**src/rtl/deque_with_pop_max_macros.svh**
```systemverilog
// Assertion macros shared by the deque RTL.
// Included by the modules that carry concurrent checks; no other dependencies.
`ifndef DEQUE_WITH_POP_MAX_MACROS_SVH
`define DEQUE_WITH_POP_MAX_MACROS_SVH

`ifndef SYNTHESIS

// Expression holds at every clock edge outside reset.
`define DQPM_ASSERT(label, clk, rst, expr, msg) \
   label: assert property (@(posedge clk) disable iff (rst) (expr)) else $error(msg);

// Antecedent in a cycle implies consequent in the same cycle.
`define DQPM_ASSERT_IMPL(label, clk, rst, ante, cons, msg) \
   label: assert property (@(posedge clk) disable iff (rst) (ante) |-> (cons)) else $error(msg);

// Antecedent in a cycle implies consequent in the next cycle.
`define DQPM_ASSERT_NEXT(label, clk, rst, ante, cons, msg) \
   label: assert property (@(posedge clk) disable iff (rst) (ante) |=> (cons)) else $error(msg);

`else

`define DQPM_ASSERT(label, clk, rst, expr, msg)
`define DQPM_ASSERT_IMPL(label, clk, rst, ante, cons, msg)
`define DQPM_ASSERT_NEXT(label, clk, rst, ante, cons, msg)

`endif

`endif

```
**src/rtl/dqpm_pkg.sv**
```systemverilog
// Shared types, constants and ring index helper for the deque.
// No dependencies; imported by the front, back and top-level deque modules.
package dqpm_pkg;

   localparam int DEPTH    = 16;
   localparam int DATA_W   = 32;
   localparam int PTR_W    = (DEPTH > 1) ? $clog2(DEPTH) : 1;
   localparam int CNT_W    = $clog2(DEPTH + 1);
   localparam int SUM_W    = CNT_W + 1;
   localparam int CMD_W    = 3;
   localparam int STATUS_W = 2;

   // Command queue between the front and back halves
   localparam int CQ_DEPTH = 2;
   localparam int CQ_PTR_W = (CQ_DEPTH > 1) ? $clog2(CQ_DEPTH) : 1;
   localparam int CQ_CNT_W = $clog2(CQ_DEPTH + 1);

   // Command codes on the request port
   localparam logic [CMD_W-1:0] CMD_PUSH_BACK  = 3'd0;
   localparam logic [CMD_W-1:0] CMD_PUSH_FRONT = 3'd1;
   localparam logic [CMD_W-1:0] CMD_POP_BACK   = 3'd2;
   localparam logic [CMD_W-1:0] CMD_POP_FRONT  = 3'd3;
   localparam logic [CMD_W-1:0] CMD_POP_MAX    = 3'd4;
   localparam logic [CMD_W-1:0] CMD_PEEK_BACK  = 3'd5;
   localparam logic [CMD_W-1:0] CMD_PEEK_FRONT = 3'd6;

   // Status codes on the response port
   localparam logic [STATUS_W-1:0] STATUS_OK    = 2'd0;
   localparam logic [STATUS_W-1:0] STATUS_EMPTY = 2'd1;
   localparam logic [STATUS_W-1:0] STATUS_FULL  = 2'd2;

   // Classified operation carried to the back half
   typedef enum logic [2:0] {
      OP_PUSH_BACK,
      OP_PUSH_FRONT,
      OP_POP_BACK,
      OP_POP_FRONT,
      OP_POP_MAX,
      OP_PEEK_BACK,
      OP_PEEK_FRONT,
      OP_NOP
   } op_type;

   typedef struct packed {
      logic                     valid;
      op_type                   op;
      logic signed [DATA_W-1:0] value;
   } cmd_beat_type;

   // Ring slot at a given offset from the front; offset never exceeds DEPTH
   function automatic logic [PTR_W-1:0] ring_slot(input logic [PTR_W-1:0] base,
                                                 input logic [CNT_W-1:0] off);
      logic [SUM_W-1:0] sum;
      sum = SUM_W'(base) + SUM_W'(off);
      if (sum >= SUM_W'(DEPTH)) begin
         sum = sum - SUM_W'(DEPTH);
      end
      return sum[PTR_W-1:0];
   endfunction

endpackage

```
**src/rtl/dqpm_ram.sv**
```systemverilog
// Generic single-write, single-read RAM with registered read data.
// No dependencies.
module dqpm_ram #(
   parameter int WIDTH = 32,
   parameter int DEPTH = 16
) (
   input  logic                     clock,
   input  logic                     wr_en,
   input  logic [$clog2(DEPTH)-1:0] wr_addr,
   input  logic [WIDTH-1:0]         wr_data,
   input  logic [$clog2(DEPTH)-1:0] rd_addr,
   output logic [WIDTH-1:0]         rd_data
);

   logic [WIDTH-1:0] mem_ff [DEPTH];
   logic [WIDTH-1:0] rd_data_ff;

   // Write port and registered read port
   always_ff @(posedge clock) begin
      if (wr_en) begin
         mem_ff[wr_addr] <= wr_data;
      end
      rd_data_ff <= mem_ff[rd_addr];
   end

   assign rd_data = rd_data_ff;

endmodule

```
**src/rtl/dqpm_front.sv**
```systemverilog
// Front half: accepts request beats, decodes the command code and queues them.
// Depends on dqpm_pkg and the assertion macro header.
`include "deque_with_pop_max_macros.svh"

module dqpm_front
   import dqpm_pkg::*;
(
   input  logic                     clock,
   input  logic                     reset,
   input  logic                     push,
   output logic                     full,
   input  logic [CMD_W-1:0]         req_cmd,
   input  logic signed [DATA_W-1:0] req_push_value,
   output cmd_beat_type             cmd,
   input  logic                     cmd_take
);

   op_type                   op_q_ff  [CQ_DEPTH];
   logic signed [DATA_W-1:0] val_q_ff [CQ_DEPTH];
   logic [CQ_PTR_W-1:0]      wr_ptr_ff, wr_ptr_in;
   logic [CQ_PTR_W-1:0]      rd_ptr_ff, rd_ptr_in;
   logic [CQ_CNT_W-1:0]      fill_ff, fill_in;
   op_type                   op_dec;
   logic                     do_wr;
   logic                     do_rd;

   // Command decode
   always_comb begin
      unique case (req_cmd)
         CMD_PUSH_BACK:  op_dec = OP_PUSH_BACK;
         CMD_PUSH_FRONT: op_dec = OP_PUSH_FRONT;
         CMD_POP_BACK:   op_dec = OP_POP_BACK;
         CMD_POP_FRONT:  op_dec = OP_POP_FRONT;
         CMD_POP_MAX:    op_dec = OP_POP_MAX;
         CMD_PEEK_BACK:  op_dec = OP_PEEK_BACK;
         CMD_PEEK_FRONT: op_dec = OP_PEEK_FRONT;
         default:        op_dec = OP_NOP;
      endcase
   end

   assign full  = (fill_ff == CQ_CNT_W'(CQ_DEPTH));
   assign do_wr = push && !full;
   assign do_rd = cmd_take && (fill_ff != '0);

   // Queue pointers and fill count
   always_comb begin
      wr_ptr_in = wr_ptr_ff;
      rd_ptr_in = rd_ptr_ff;
      fill_in   = fill_ff;
      if (do_wr) begin
         wr_ptr_in = (wr_ptr_ff == CQ_PTR_W'(CQ_DEPTH - 1)) ? '0 : wr_ptr_ff + 1'b1;
      end
      if (do_rd) begin
         rd_ptr_in = (rd_ptr_ff == CQ_PTR_W'(CQ_DEPTH - 1)) ? '0 : rd_ptr_ff + 1'b1;
      end
      if (do_wr && !do_rd) begin
         fill_in = fill_ff + 1'b1;
      end else if (!do_wr && do_rd) begin
         fill_in = fill_ff - 1'b1;
      end
   end

   always_ff @(posedge clock) begin
      if (reset) begin
         wr_ptr_ff <= '0;
         rd_ptr_ff <= '0;
         fill_ff   <= '0;
      end else begin
         wr_ptr_ff <= wr_ptr_in;
         rd_ptr_ff <= rd_ptr_in;
         fill_ff   <= fill_in;
      end
   end

   // Queue payload, no reset
   always_ff @(posedge clock) begin
      if (do_wr) begin
         op_q_ff[wr_ptr_ff]  <= op_dec;
         val_q_ff[wr_ptr_ff] <= req_push_value;
      end
   end

   assign cmd.valid = (fill_ff != '0);
   assign cmd.op    = op_q_ff[rd_ptr_ff];
   assign cmd.value = val_q_ff[rd_ptr_ff];

   `DQPM_ASSERT(a_fill_range, clock, reset, fill_ff <= CQ_CNT_W'(CQ_DEPTH), "queue overfill")
   `DQPM_ASSERT_IMPL(a_take_valid, clock, reset, cmd_take, fill_ff != '0, "take from empty queue")

endmodule

```
**src/rtl/dqpm_back.sv**
```systemverilog
// Back half: executes queued commands on the entry ring and holds the response beat.
// Depends on dqpm_pkg and the assertion macro header; drives the entry RAM.
`include "deque_with_pop_max_macros.svh"

module dqpm_back
   import dqpm_pkg::*;
(
   input  logic                     clock,
   input  logic                     reset,
   input  cmd_beat_type             cmd,
   output logic                     cmd_take,
   output logic                     ram_wr_en,
   output logic [PTR_W-1:0]         ram_wr_addr,
   output logic [DATA_W-1:0]        ram_wr_data,
   output logic [PTR_W-1:0]         ram_rd_addr,
   input  logic [DATA_W-1:0]        ram_rd_data,
   output logic                     empty,
   input  logic                     pop,
   output logic signed [DATA_W-1:0] rsp_result_value,
   output logic [STATUS_W-1:0]      rsp_status,
   output logic                     rsp_now_empty
);

   typedef enum logic [1:0] {
      ST_IDLE,
      ST_READ,
      ST_SCAN,
      ST_SHIFT
   } state_type;

   state_type                state_ff, state_in;
   logic [PTR_W-1:0]         head_ff, head_in;
   logic [CNT_W-1:0]         count_ff, count_in;
   logic [CNT_W-1:0]         off_ff, off_in;
   logic [CNT_W-1:0]         best_off_ff, best_off_in;
   logic signed [DATA_W-1:0] best_val_ff, best_val_in;
   logic                     rsp_valid_ff, rsp_valid_in;
   logic signed [DATA_W-1:0] rsp_value_ff, rsp_value_in;
   logic [STATUS_W-1:0]      rsp_status_ff, rsp_status_in;
   logic                     rsp_now_empty_ff, rsp_now_empty_in;

   logic                     rsp_set;
   logic [CNT_W-1:0]         rd_off;
   logic [CNT_W-1:0]         cnt_m1;
   logic [PTR_W-1:0]         head_dec;
   logic [PTR_W-1:0]         head_inc;
   logic signed [DATA_W-1:0] rd_val;
   logic                     nb_take;
   logic [CNT_W-1:0]         nb_off;
   logic signed [DATA_W-1:0] nb_val;

   assign cnt_m1   = count_ff - 1'b1;
   assign head_dec = (head_ff == '0) ? PTR_W'(DEPTH - 1) : head_ff - 1'b1;
   assign head_inc = ring_slot(head_ff, CNT_W'(1));
   assign rd_val   = $signed(ram_rd_data);

   // Max scan compare: first entry always wins, later ones only if strictly larger
   assign nb_take = (off_ff == '0) || (rd_val > best_val_ff);
   assign nb_off  = nb_take ? off_ff : best_off_ff;
   assign nb_val  = nb_take ? rd_val : best_val_ff;

   // Sequencer
   always_comb begin
      state_in         = state_ff;
      head_in          = head_ff;
      count_in         = count_ff;
      off_in           = off_ff;
      best_off_in      = best_off_ff;
      best_val_in      = best_val_ff;
      rsp_value_in     = rsp_value_ff;
      rsp_status_in    = rsp_status_ff;
      rsp_now_empty_in = rsp_now_empty_ff;
      rsp_set          = 1'b0;
      cmd_take         = 1'b0;
      ram_wr_en        = 1'b0;
      ram_wr_addr      = ring_slot(head_ff, count_ff);
      ram_wr_data      = cmd.value;
      rd_off           = '0;

      unique case (state_ff)
         ST_IDLE: begin
            if (cmd.valid && !rsp_valid_ff) begin
               cmd_take         = 1'b1;
               rsp_set          = 1'b1;
               rsp_value_in     = '0;
               rsp_status_in    = STATUS_OK;
               rsp_now_empty_in = (count_ff == '0);
               case (cmd.op) inside
                  OP_PUSH_BACK, OP_PUSH_FRONT: begin
                     if (count_ff == CNT_W'(DEPTH)) begin
                        rsp_status_in = STATUS_FULL;
                     end else begin
                        ram_wr_en        = 1'b1;
                        count_in         = count_ff + 1'b1;
                        rsp_now_empty_in = 1'b0;
                        if (cmd.op == OP_PUSH_FRONT) begin
                           ram_wr_addr = head_dec;
                           head_in     = head_dec;
                        end
                     end
                  end
                  OP_NOP: begin
                  end
                  default: begin
                     if (count_ff == '0) begin
                        rsp_status_in = STATUS_EMPTY;
                     end else begin
                        // Result comes from the registered RAM read in ST_READ; pop-max goes to ST_SCAN
                        rsp_set  = 1'b0;
                        state_in = ST_READ;
                        case (cmd.op)
                           OP_POP_BACK: begin
                              rd_off   = cnt_m1;
                              count_in = cnt_m1;
                           end
                           OP_POP_FRONT: begin
                              head_in  = head_inc;
                              count_in = cnt_m1;
                           end
                           OP_PEEK_BACK: begin
                              rd_off = cnt_m1;
                           end
                           OP_POP_MAX: begin
                              off_in   = '0;
                              state_in = ST_SCAN;
                           end
                           default: begin
                           end
                        endcase
                     end
                  end
               endcase
            end
         end

         ST_READ: begin
            rsp_set          = 1'b1;
            rsp_value_in     = rd_val;
            rsp_status_in    = STATUS_OK;
            rsp_now_empty_in = (count_ff == '0);
            state_in         = ST_IDLE;
         end

         ST_SCAN: begin
            best_off_in = nb_off;
            best_val_in = nb_val;
            if (off_ff == cnt_m1) begin
               // Prime the shift with the entry behind the winner
               rd_off   = nb_off + 1'b1;
               off_in   = nb_off;
               state_in = ST_SHIFT;
            end else begin
               rd_off = off_ff + 1'b1;
               off_in = off_ff + 1'b1;
            end
         end

         ST_SHIFT: begin
            if (off_ff + 1'b1 < count_ff) begin
               ram_wr_en   = 1'b1;
               ram_wr_addr = ring_slot(head_ff, off_ff);
               ram_wr_data = ram_rd_data;
               rd_off      = off_ff + CNT_W'(2);
               off_in      = off_ff + 1'b1;
            end else begin
               count_in         = cnt_m1;
               rsp_set          = 1'b1;
               rsp_value_in     = best_val_ff;
               rsp_status_in    = STATUS_OK;
               rsp_now_empty_in = (cnt_m1 == '0);
               state_in         = ST_IDLE;
            end
         end

         default: begin
            state_in = ST_IDLE;
         end
      endcase

      rsp_valid_in = rsp_set || (rsp_valid_ff && !pop);
   end

   assign ram_rd_addr = ring_slot(head_ff, rd_off);

   always_ff @(posedge clock) begin
      if (reset) begin
         state_ff     <= ST_IDLE;
         head_ff      <= '0;
         count_ff     <= '0;
         rsp_valid_ff <= 1'b0;
      end else begin
         state_ff     <= state_in;
         head_ff      <= head_in;
         count_ff     <= count_in;
         rsp_valid_ff <= rsp_valid_in;
      end
      off_ff           <= off_in;
      best_off_ff      <= best_off_in;
      best_val_ff      <= best_val_in;
      rsp_value_ff     <= rsp_value_in;
      rsp_status_ff    <= rsp_status_in;
      rsp_now_empty_ff <= rsp_now_empty_in;
   end

   assign empty            = !rsp_valid_ff;
   assign rsp_result_value = rsp_value_ff;
   assign rsp_status       = rsp_status_ff;
   assign rsp_now_empty    = rsp_now_empty_ff;

   `DQPM_ASSERT(a_count_range, clock, reset, count_ff <= CNT_W'(DEPTH), "count above depth")
   `DQPM_ASSERT_IMPL(a_busy_slot_free, clock, reset, state_ff != ST_IDLE, !rsp_valid_ff, "slot busy")
   `DQPM_ASSERT_IMPL(a_scan_bounds, clock, reset, state_ff == ST_SCAN, off_ff < count_ff, "bad scan")
   `DQPM_ASSERT_NEXT(a_resp_after_read, clock, reset, state_ff == ST_READ, rsp_valid_ff, "no response")

endmodule

```
**src/rtl/deque_with_pop_max.sv**
```systemverilog
// Top level of the bounded deque with pop-max: front decoder, back executor, entry RAM.
// Depends on dqpm_pkg, dqpm_front, dqpm_back and dqpm_ram.
//
//   channel   ports                                   handshake
//   request   req_cmd, req_push_value                 push / full
//   response  rsp_result_value, rsp_status,           empty / pop
//             rsp_now_empty
//
// Push, error and unused commands complete in ST_IDLE; pop and peek pass through ST_READ.
// Pop-max reads every entry in ST_SCAN, then moves the entries behind the winner forward
// in ST_SHIFT, both through the single read port of the entry RAM.
// Reset clears the ring pointers, the command queue and the response slot; entry RAM
// holds no reset and needs no clearing pass.
// A two-beat command queue keeps push open while the back end works or the response
// waits; the back end starts a command only once the response slot is empty.
module deque_with_pop_max
   import dqpm_pkg::*;
(
   input  logic                     clock,
   input  logic                     reset,
   input  logic                     push,
   output logic                     full,
   input  logic [CMD_W-1:0]         req_cmd,
   input  logic signed [DATA_W-1:0] req_push_value,
   output logic                     empty,
   input  logic                     pop,
   output logic signed [DATA_W-1:0] rsp_result_value,
   output logic [STATUS_W-1:0]      rsp_status,
   output logic                     rsp_now_empty
);

   cmd_beat_type      cmd;
   logic              cmd_take;
   logic              ram_wr_en;
   logic [PTR_W-1:0]  ram_wr_addr;
   logic [DATA_W-1:0] ram_wr_data;
   logic [PTR_W-1:0]  ram_rd_addr;
   logic [DATA_W-1:0] ram_rd_data;

   // Request decode and queue
   dqpm_front u_front (
      .clock          (clock),
      .reset          (reset),
      .push           (push),
      .full           (full),
      .req_cmd        (req_cmd),
      .req_push_value (req_push_value),
      .cmd            (cmd),
      .cmd_take       (cmd_take)
   );

   // Command execution and response slot
   dqpm_back u_back (
      .clock            (clock),
      .reset            (reset),
      .cmd              (cmd),
      .cmd_take         (cmd_take),
      .ram_wr_en        (ram_wr_en),
      .ram_wr_addr      (ram_wr_addr),
      .ram_wr_data      (ram_wr_data),
      .ram_rd_addr      (ram_rd_addr),
      .ram_rd_data      (ram_rd_data),
      .empty            (empty),
      .pop              (pop),
      .rsp_result_value (rsp_result_value),
      .rsp_status       (rsp_status),
      .rsp_now_empty    (rsp_now_empty)
   );

   // Entry ring storage
   dqpm_ram #(
      .WIDTH (DATA_W),
      .DEPTH (DEPTH)
   ) u_entries (
      .clock   (clock),
      .wr_en   (ram_wr_en),
      .wr_addr (ram_wr_addr),
      .wr_data (ram_wr_data),
      .rd_addr (ram_rd_addr),
      .rd_data (ram_rd_data)
   );

endmodule
```
**config.mk**
```make
export PLATFORM = sky130hd
export DESIGN_NAME = deque_with_pop_max
export DESIGN_NICKNAME = d
export VERILOG_FILES = /design/src/rtl/dqpm_pkg.sv /design/src/rtl/dqpm_ram.sv /design/src/rtl/dqpm_front.sv /design/src/rtl/dqpm_back.sv /design/src/rtl/deque_with_pop_max.sv
export VERILOG_INCLUDE_DIRS = /design/src /design/src/rtl
export SDC_FILE = /design/constraint.sdc
export NUM_CORES = 1
export LEC_CHECK = 0
export ABC_AREA = 1
export BUFFER_PORTS_ARGS = -buffer_cell sky130_fd_sc_hd__buf_4
export CORE_UTILIZATION = 30
export CTS_CLUSTER_SIZE = 12
export DETAILED_ROUTE_END_ITERATION = 10
export SLEW_MARGIN = 5
export SYNTH_ARGS = -nofsm -noshare
export SYNTH_HDL_FRONTEND = slang
export SYNTH_HIERARCHICAL = 1
export SYNTH_SLANG_ARGS = --single-unit
```
**constraint.sdc**
```tcl
create_clock -name clock -period 6.7 [get_ports clock]
set_input_delay 0.67 -clock clock [delete_from_list [all_inputs] [get_ports clock]]
set_output_delay 0.67 -clock clock [all_outputs]
set_load 0.005 [all_outputs]
```
# [Yosys cells after proc, flatten, opt, wreduce, memory -nomap -nowiden]
# Memories as Yosys holds them, arrays and structs flattened. A register that Yosys moved wholly into a read port is not among the register bits.
# Cells that the tools add are included.
[word_totals] regBits=93 ram_bits=582 input_bits=39 output_inout_bits=37 wordCells=201 n_memories=3
[memory_table] name="u_entries.mem_ff" depth=16 word_bits=32 read_ports=1 rd_clocked_by_memory_dff=1 wr=1 line_no="dqpm_ram.sv:15" rtl="logic [WIDTH-1:0] mem_ff [DEPTH];"
[memory_table] name="u_front.val_q_ff" depth=2 word_bits=32 read_ports=1 rd_clocked_by_memory_dff=1 wr=1 line_no="dqpm_front.sv:19" rtl="logic signed [DATA_W-1:0] val_q_ff [CQ_DEPTH];"
[memory_table] name="u_front.op_q_ff" depth=2 word_bits=3 read_ports=1 rd_clocked_by_memory_dff=1 wr=1 line_no="dqpm_front.sv:18" rtl="op_type op_q_ff [CQ_DEPTH];"
[classes] addsub=18 n_lt_le_gt_ge=6 n_eq_ne=34 mux=92 reduce_logical=35
[op_table] cell="32-bit two-way mux" count=4
[op_table] cell="5-bit two-way mux" count=22
[op_table] cell="32-bit case mux with 3 select lines" count=1
[op_table] cell="4-bit two-way mux" count=16
[op_table] cell="32-bit > comparator" count=1
[op_table] cell="5-bit case mux with 3 select lines" count=2
[op_table] cell="1-bit two-way mux" count=26
[op_table] cell="2-bit two-way mux" count=13
[op_table] cell="3-bit case mux with 7 select lines" count=1
[op_table] cell="7-bit AND reduction" count=3
[op_table] cell="4-bit by 1-bit subtractor with 4-bit output, second input constant" count=5
[op_table] cell="4-bit by 5-bit adder with 6-bit output" count=3
[op_table] cell="3-bit equality test, second input constant" count=6
[op_table] cell="6-bit by 5-bit >= comparator with 1-bit output, second input constant" count=3
[op_table] cell="2-bit != test, second input constant" count=8
[op_table] cell="5-bit by 1-bit adder with 5-bit output, second input constant" count=3
[op_table] cell="5-bit zero test" count=3
[op_table] cell="3-bit by 2-bit equality test with 1-bit output, second input constant" count=4
[op_table] cell="3-bit != test, second input constant" count=4
[op_table] cell="5-bit case mux with 2 select lines" count=1
[op_table] cell="2-bit by 1-bit != test with 1-bit output, second input constant" count=4
[op_table] cell="2-bit case mux with 4 select lines" count=1
[op_table] cell="4-bit case mux with 2 select lines" count=1
[op_table] cell="2-bit nonzero test" count=4
[op_table] cell="other kinds (27)" count=46

# [Depth between registers and ports, before layout]
[depth] ltp_word=11 depth_mapped=36 ltp_nobuf=34

# [Cells and area by module]
# Netlist, hierarchy kept.
[modules_own_cells] mod="dqpm_ram" n_inst=1 cells_per_inst=2120 area_per_inst_um2=22738.1 seq_area_each_um2=16015.4
[modules_own_cells] mod="dqpm_back" n_inst=1 cells_per_inst=714 area_per_inst_um2=6115.9 seq_area_each_um2=2552.4
[modules_own_cells] mod="dqpm_front" n_inst=1 cells_per_inst=149 area_per_inst_um2=2935.3 seq_area_each_um2=2202.1

# [Least setup slack after synthesis]
# No wires, ideal clock.
[synth_path] path_kind="reg2reg" start="register u_back.off_ff[0]" end="memory u_entries.mem_ff[12][0], enable pin" setup_ps=421 arrival_ps=4175 t_required_ps=6279 path_slack_ps=2104 stages_incl_launch_ff=18 path_buffers=1 synth_period_minus_slack_ps=4596 cell_sequence="edfxtp_1 > ha_1 > nand3_1 > xor2_1 > inv_1 > ha_1 > nand2_1 > inv_1 > nand3_1 > o221ai_1 > nor2_1 > clkinv_1 > clkbuf_1 > o221ai_1 > nand2_1 > o21ai_0 > nand3_1 > nor2_1"
[synth_via] word_cells_on_any_way=12 cone_classes="add/sub (3); order compare (2); mux (7)"
[synth_lines] item="from (decl)" line_no="dqpm_back.sv:34" rtl="logic [CNT_W-1:0] off_ff, off_in;"
[synth_lines] item="from (signal assigned)" line_no="dqpm_back.sv:197" rtl="off_ff <= off_in;"
[synth_lines] item="4-bit by 5-bit adder with 6-bit output" line_no="dqpm_pkg.sv:54" rtl="sum = SUM_W'(base) + SUM_W'(off);"
[synth_lines] item="6-bit by 5-bit >= comparator with 1-bit output or 4-bit by 1-bit subtractor with 4-bit output (tied branches)" line_no="dqpm_pkg.sv:55, dqpm_pkg.sv:56"
[synth_lines] item="4-bit two-way mux" line_no="dqpm_pkg.sv:55" rtl="if (sum >= SUM_W'(DEPTH)) begin"
[synth_lines] item="4-bit two-way mux (*)" line_no="dqpm_back.sv:159" rtl="if (off_ff + 1'b1 < count_ff) begin"
[synth_lines] item="4-bit case mux with 2 select lines (*)" line_no="dqpm_back.sv:80" rtl="unique case (state_ff)"
[synth_lines] item="net ram_wr_addr[2]" line_no="deque_with_pop_max.sv:35" rtl="logic [PTR_W-1:0] ram_wr_addr;"
[synth_lines] item="to (decl)" line_no="dqpm_ram.sv:15"
# The timed path passes the listed nets; every way through them passes the cells marked *.

# [Worst setup path in the final report]
[layout_path] start="register u_back.off_ff[2]" end="memory u_entries.mem_ff[10][11], enable pin"
# Same word-level chain as after synthesis.

==> Implementation_results.wiki <==
{| class="wikitable"
! Metric !! Value
|-
| Starting utilization of the core area || 0.302
|-
| Standard-cell rows || roughly 120
|-
| Status || finished, final reports clean
|-
| Hold Crit Class || in -> reg
|-
| XOR/XNOR share of the synthesized area || 0.00653
|-
| Kind of cell adding the most delay to the critical path || simple AND/OR/NAND/NOR gates
|-
| Async set or reset register ratio after synthesis || 0
|-
| Part of the total power dissipated in combinational logic || 0.389
|-
| TritonCTS clock tree || yes
|-
| Worst setup skew after layout || 0.0222 ns
|-
| Crit path buf inv count || 5
|-
| Post-detailed-route via-to-cell ratio || about 4.6
|-
| Max_cap viols || 0
|-
| Number of CTS-inserted buffers || 74
|-
| Wirelength, routed || 80.1 mm
|-
| Total number of clock tree sinks || 708
|-
| Post-Synthesis Cell Area || between 30000 and 40000 µm²
|-
| Yosys top cell area share || 0.623
|-
| Antenna cell count || 0
|-
| Vias in the first global route || 19900
|-
| Post-synthesis sequential element count || around 700
|-
| Final setup viols || 0
|-
| Global placement routability congestion || 0.884
|-
| Final net count || between 3000 and 4000
|-
| Fraction of final layout cells with drive strength greater than 1 || 0.107
|-
| Critical Path End Type || register
|-
| First DRT Iteration DRCs || 1955
|-
| Final min period || 4.98 ns
|-
| Maximum count of clock buffers along a single path || 3
|-
| Dominant combinational cell family by area after synthesis || simple AND/OR/NAND/NOR gates
|-
| Number of pins exceeding their max-slew limit in the final report || 0
|-
| Deepest level of the CTS H-tree || 3
|-
| Cell variety after synth || 48
|-
| Area of the die || 107000 µm²
|-
| Die Y-Extent || between 300 and 400 µm
|-
| TNS Setup || 0 ns
|-
| Router iterations before antenna repair || 9
|-
| Cts-stage hold buffer count || 0
|-
| Root Driver || sky130_fd_sc_hd__clkbuf_16
|-
| WL/cell || 17.7 µm
|-
| Slew at the pin closest to its max-slew limit || 1.19 ns
|-
| Synthesized area per cell || roughly 11 µm²
|-
| Fraction of the core area covered by cells at the end of the flow || 0.345
|-
| Tightest hold margin || 0.213 ns
|-
| Share of synthesized cell area in full adder, half adder and majority cells || 0.0267
|-
| # Post-CTS Setup Buffers || 0
|-
| Layout overhead on the synthesized area || 14.2%
|-
| Tcrit/Tclk final || 0.743
|-
| Antenna violation net count after detailed routing || 0
|-
| Int Pwr || 10000 µW
|-
| Core area || 105000 µm²
|-
| Complex-gate fraction of the synthesized area || 0.0301
|-
| Half-perimeter wire length after detailed placement || 46.2 mm
|-
| Sequential share of power || 0.370
|-
| RSZ-0062 raised after global routing || no
|-
| Horizontal die dimension || around 330 µm
|-
| Overall routing resource usage || 0.148
|-
| Power density relative to cell area || 451 nW/µm²
|-
| First-pass GRT wire length || 121 mm
|-
| Via count || between 20000 and 25000
|-
| Worst EP required || 7.02 ns
|-
| Maximum fanout along the worst path || 38
|-
| Pin count of the biggest net entering global routing || 157
|-
| Switching power || 6370 µW
|-
| Clock network fraction of total power || 0.241
|-
| Largest incremental delay on the critical path || 0.88 ns
|-
| Count of yosys warnings during synthesis || 6
|-
| Switching portion of total power || 0.389
|-
| Kind of critical path || reg -> reg
|-
| Largest cells by area after synthesis || sky130_fd_sc_hd__edfxtp_1, sky130_fd_sc_hd__nand2_1, sky130_fd_sc_hd__nand3_1
|-
| Fmax || approximately 200 MHz
|-
| Maximum vdd ir drop || 0.434 mV
|-
| Total of buffers placed on input and output ports || 75
|-
| Initial antenna violation count || 1
|-
| Synth Net Count || 3088
|-
| Ordered list of cells on the worst path || ha_1, nand2_1, o21ai_0, inv_1, ha_1, nand2_1, inv_1, nand3_1, o221ai_1, nor2_1, inv_2, buf_4, o21ai_0, nand2_1, o21ai_0, nand3b_1, nor2_4, buf_4
|-
| Fillers || 10500
|-
| Flip-flop cell with the highest count after synthesis || sky130_fd_sc_hd__edfxtp_1
|-
| Leakage power || 0.0151 µW
|-
| Area share of and/or/nand/nor cells after synthesis || 0.178
|-
| Slew Limit Headroom || 0.204
|-
| Type of origin of the critical path || register
|-
| Number of resized instances in the post-cts repair step || 0
|-
| Mux share of post-synthesis cell area || 0.0163
|-
| DP Cell Count || ~4400
|-
| Number of remaining DRC errors || 0
|-
| IO Pins || 76
|-
| Overflow left after global routing || 0
|-
| Critical-path top delay cell || sky130_fd_sc_hd__nor2_4
|-
| Clock latency on the worst-skew pair || 0.64 ns
|-
| Signal arrival time at the worst endpoint || between 5 and 6 ns
|-
| Number of enable flip-flop cells after synthesis || 659
|-
| Post-synthesis instance total || 2983
|-
| Sequential element share of the synthesized area || 0.653
|-
| Leading area contributor after synthesis || sky130_fd_sc_hd__edfxtp_1
|-
| Clock slew seen by the registers of the worst setup and hold paths || 0.06 ns
|-
| Number of non-filler instances in the completed layout || 4528
|-
| Hold Fails Final Rpt || 0
|}
==> placed cells by master (no fill, tap or decap), types with 37 or more instances in the layout <==
cell,count
sky130_fd_sc_hd__ha_1,62
sky130_fd_sc_hd__clkbuf_16,76
sky130_fd_sc_hd__a21oi_1,43
sky130_fd_sc_hd__dfxtp_1,48
sky130_fd_sc_hd__nor2_1,37
sky130_fd_sc_hd__clkbuf_1,38
sky130_fd_sc_hd__inv_1,510
sky130_fd_sc_hd__o21ai_0,73
sky130_fd_sc_hd__edfxtp_1,659
sky130_fd_sc_hd__nand3_1,416
sky130_fd_sc_hd__nand2_1,816
sky130_fd_sc_hd__buf_4,145
==> final timing paths <==
path,startpoint,to,slack [ns],depth (start not counted)
worst max-delay path,u_back/off_ff[2]$_DFFE_PP_,u_entries/mem_ff[10][11]$_DFFE_PP_,1.72,18
worst min-delay path,reset,u_back/rsp_valid_ff$_SDFF_PP0_,0.21,2
worst max register to register,u_back/off_ff[2]$_DFFE_PP_,u_entries/mem_ff[10][11]$_DFFE_PP_,1.72,18
worst min register to register,u_entries/rd_data[0]$_DFF_P_,u_back/best_val_ff[0]$_DFFE_PP_,0.43,0
==> sequential cells by signal (all words and copies together), names as in the netlist, named ones only <==
register / count
u_entries/mem_ff: 512
u_front/val_q_ff: 64
u_back/best_val_ff: 32
u_back/rsp_result_value: 32
u_entries/rd_data: 32
u_front/op_q_ff: 6
u_back/best_off_ff: 5
u_back/count_ff: 5
u_back/off_ff: 5
u_back/head_ff: 4
u_back/rsp_status: 2
u_back/state_ff: 2
u_front/fill_ff: 2
u_back/rsp_now_empty: 1
u_back/rsp_valid_ff: 1
u_front/rd_ptr_ff: 1
u_front/wr_ptr_ff: 1
==> synthesized netlist by cell type (all sizes together) (5+ instances only) <==
library cell  instances
nand4                 5
xor2                 15
clkbuf               28
nor3                  5
nand3               420
edfxtp              659
xnor2                 7
dfxtp                49
nand2               824
a21oi                44
o22ai                32
mux2                 35
buf                 104
nor2                 58
inv                 520
nand3b                6
o21ai                78
ha                   63
or2                   5
==> per-layer routing <==
layer	vias to the layer above	GRT usage	wire, µm
met1	10100	0.207	36200
li1	10000	-	-
met4	0	0.0521	2520
met2	615	0.232	36700
met3	142	0.0225	4690
met5	-	0	0
==> cell type report <==
| class | instances | area [µm²] | share of cell area |
|---|---|---|---|
| inverter | 523 | 1970 | 0.0543 |
| clock inverter | 19 | 209 | 0.00575 |
| tap | 1391 | 1740 | 0.0479 |
| multi-input combinational | 1620 | 8340 | 0.230 |
| sequential | 708 | 20800 | 0.572 |
| timing repair buffer | 150 | 1190 | 0.0327 |
| clock buffer | 117 | 2090 | 0.0574 |
==> power groups by stage <==
stage / clock network [µW] / logic, µW / registers [µW]
global placement: 0 / 6340 / 6150
CTS: 4040 / 6400 / 6070
finish: 3960 / 6370 / 6060
detailed placement: 0 / 6370 / 6160
global route: 4180 / 7090 / 6110
floorplan: 0 / 4510 / 6060
==> cell families (layout without fill, tap and decap cells) <==
group / Yosys count / after routing
simple gates: 1326 / 1326
buf+inv: 655 / 809
fa+ha+maj: 66 / 66
compound gates: 170 / 170
mux: 36 / 36
xor+xnor: 22 / 22
flops: 708 / 708
==> through the flow <==
stage | cell area [µm²] | total power (µW) | setup slack (ns)
4_1_cts | 36300 | 16500 | 1.83
3_5_place_dp | 34000 | 12500 | 1.85
5_1_grt | 36300 | 17400 | 1.33
6_report | 36300 | 16400 | 1.72
2_1_floorplan | 31800 | 10600 | 2.10
3_3_place_gp | 34000 | 12500 | 1.91
(Power assumes the default switching activity.)
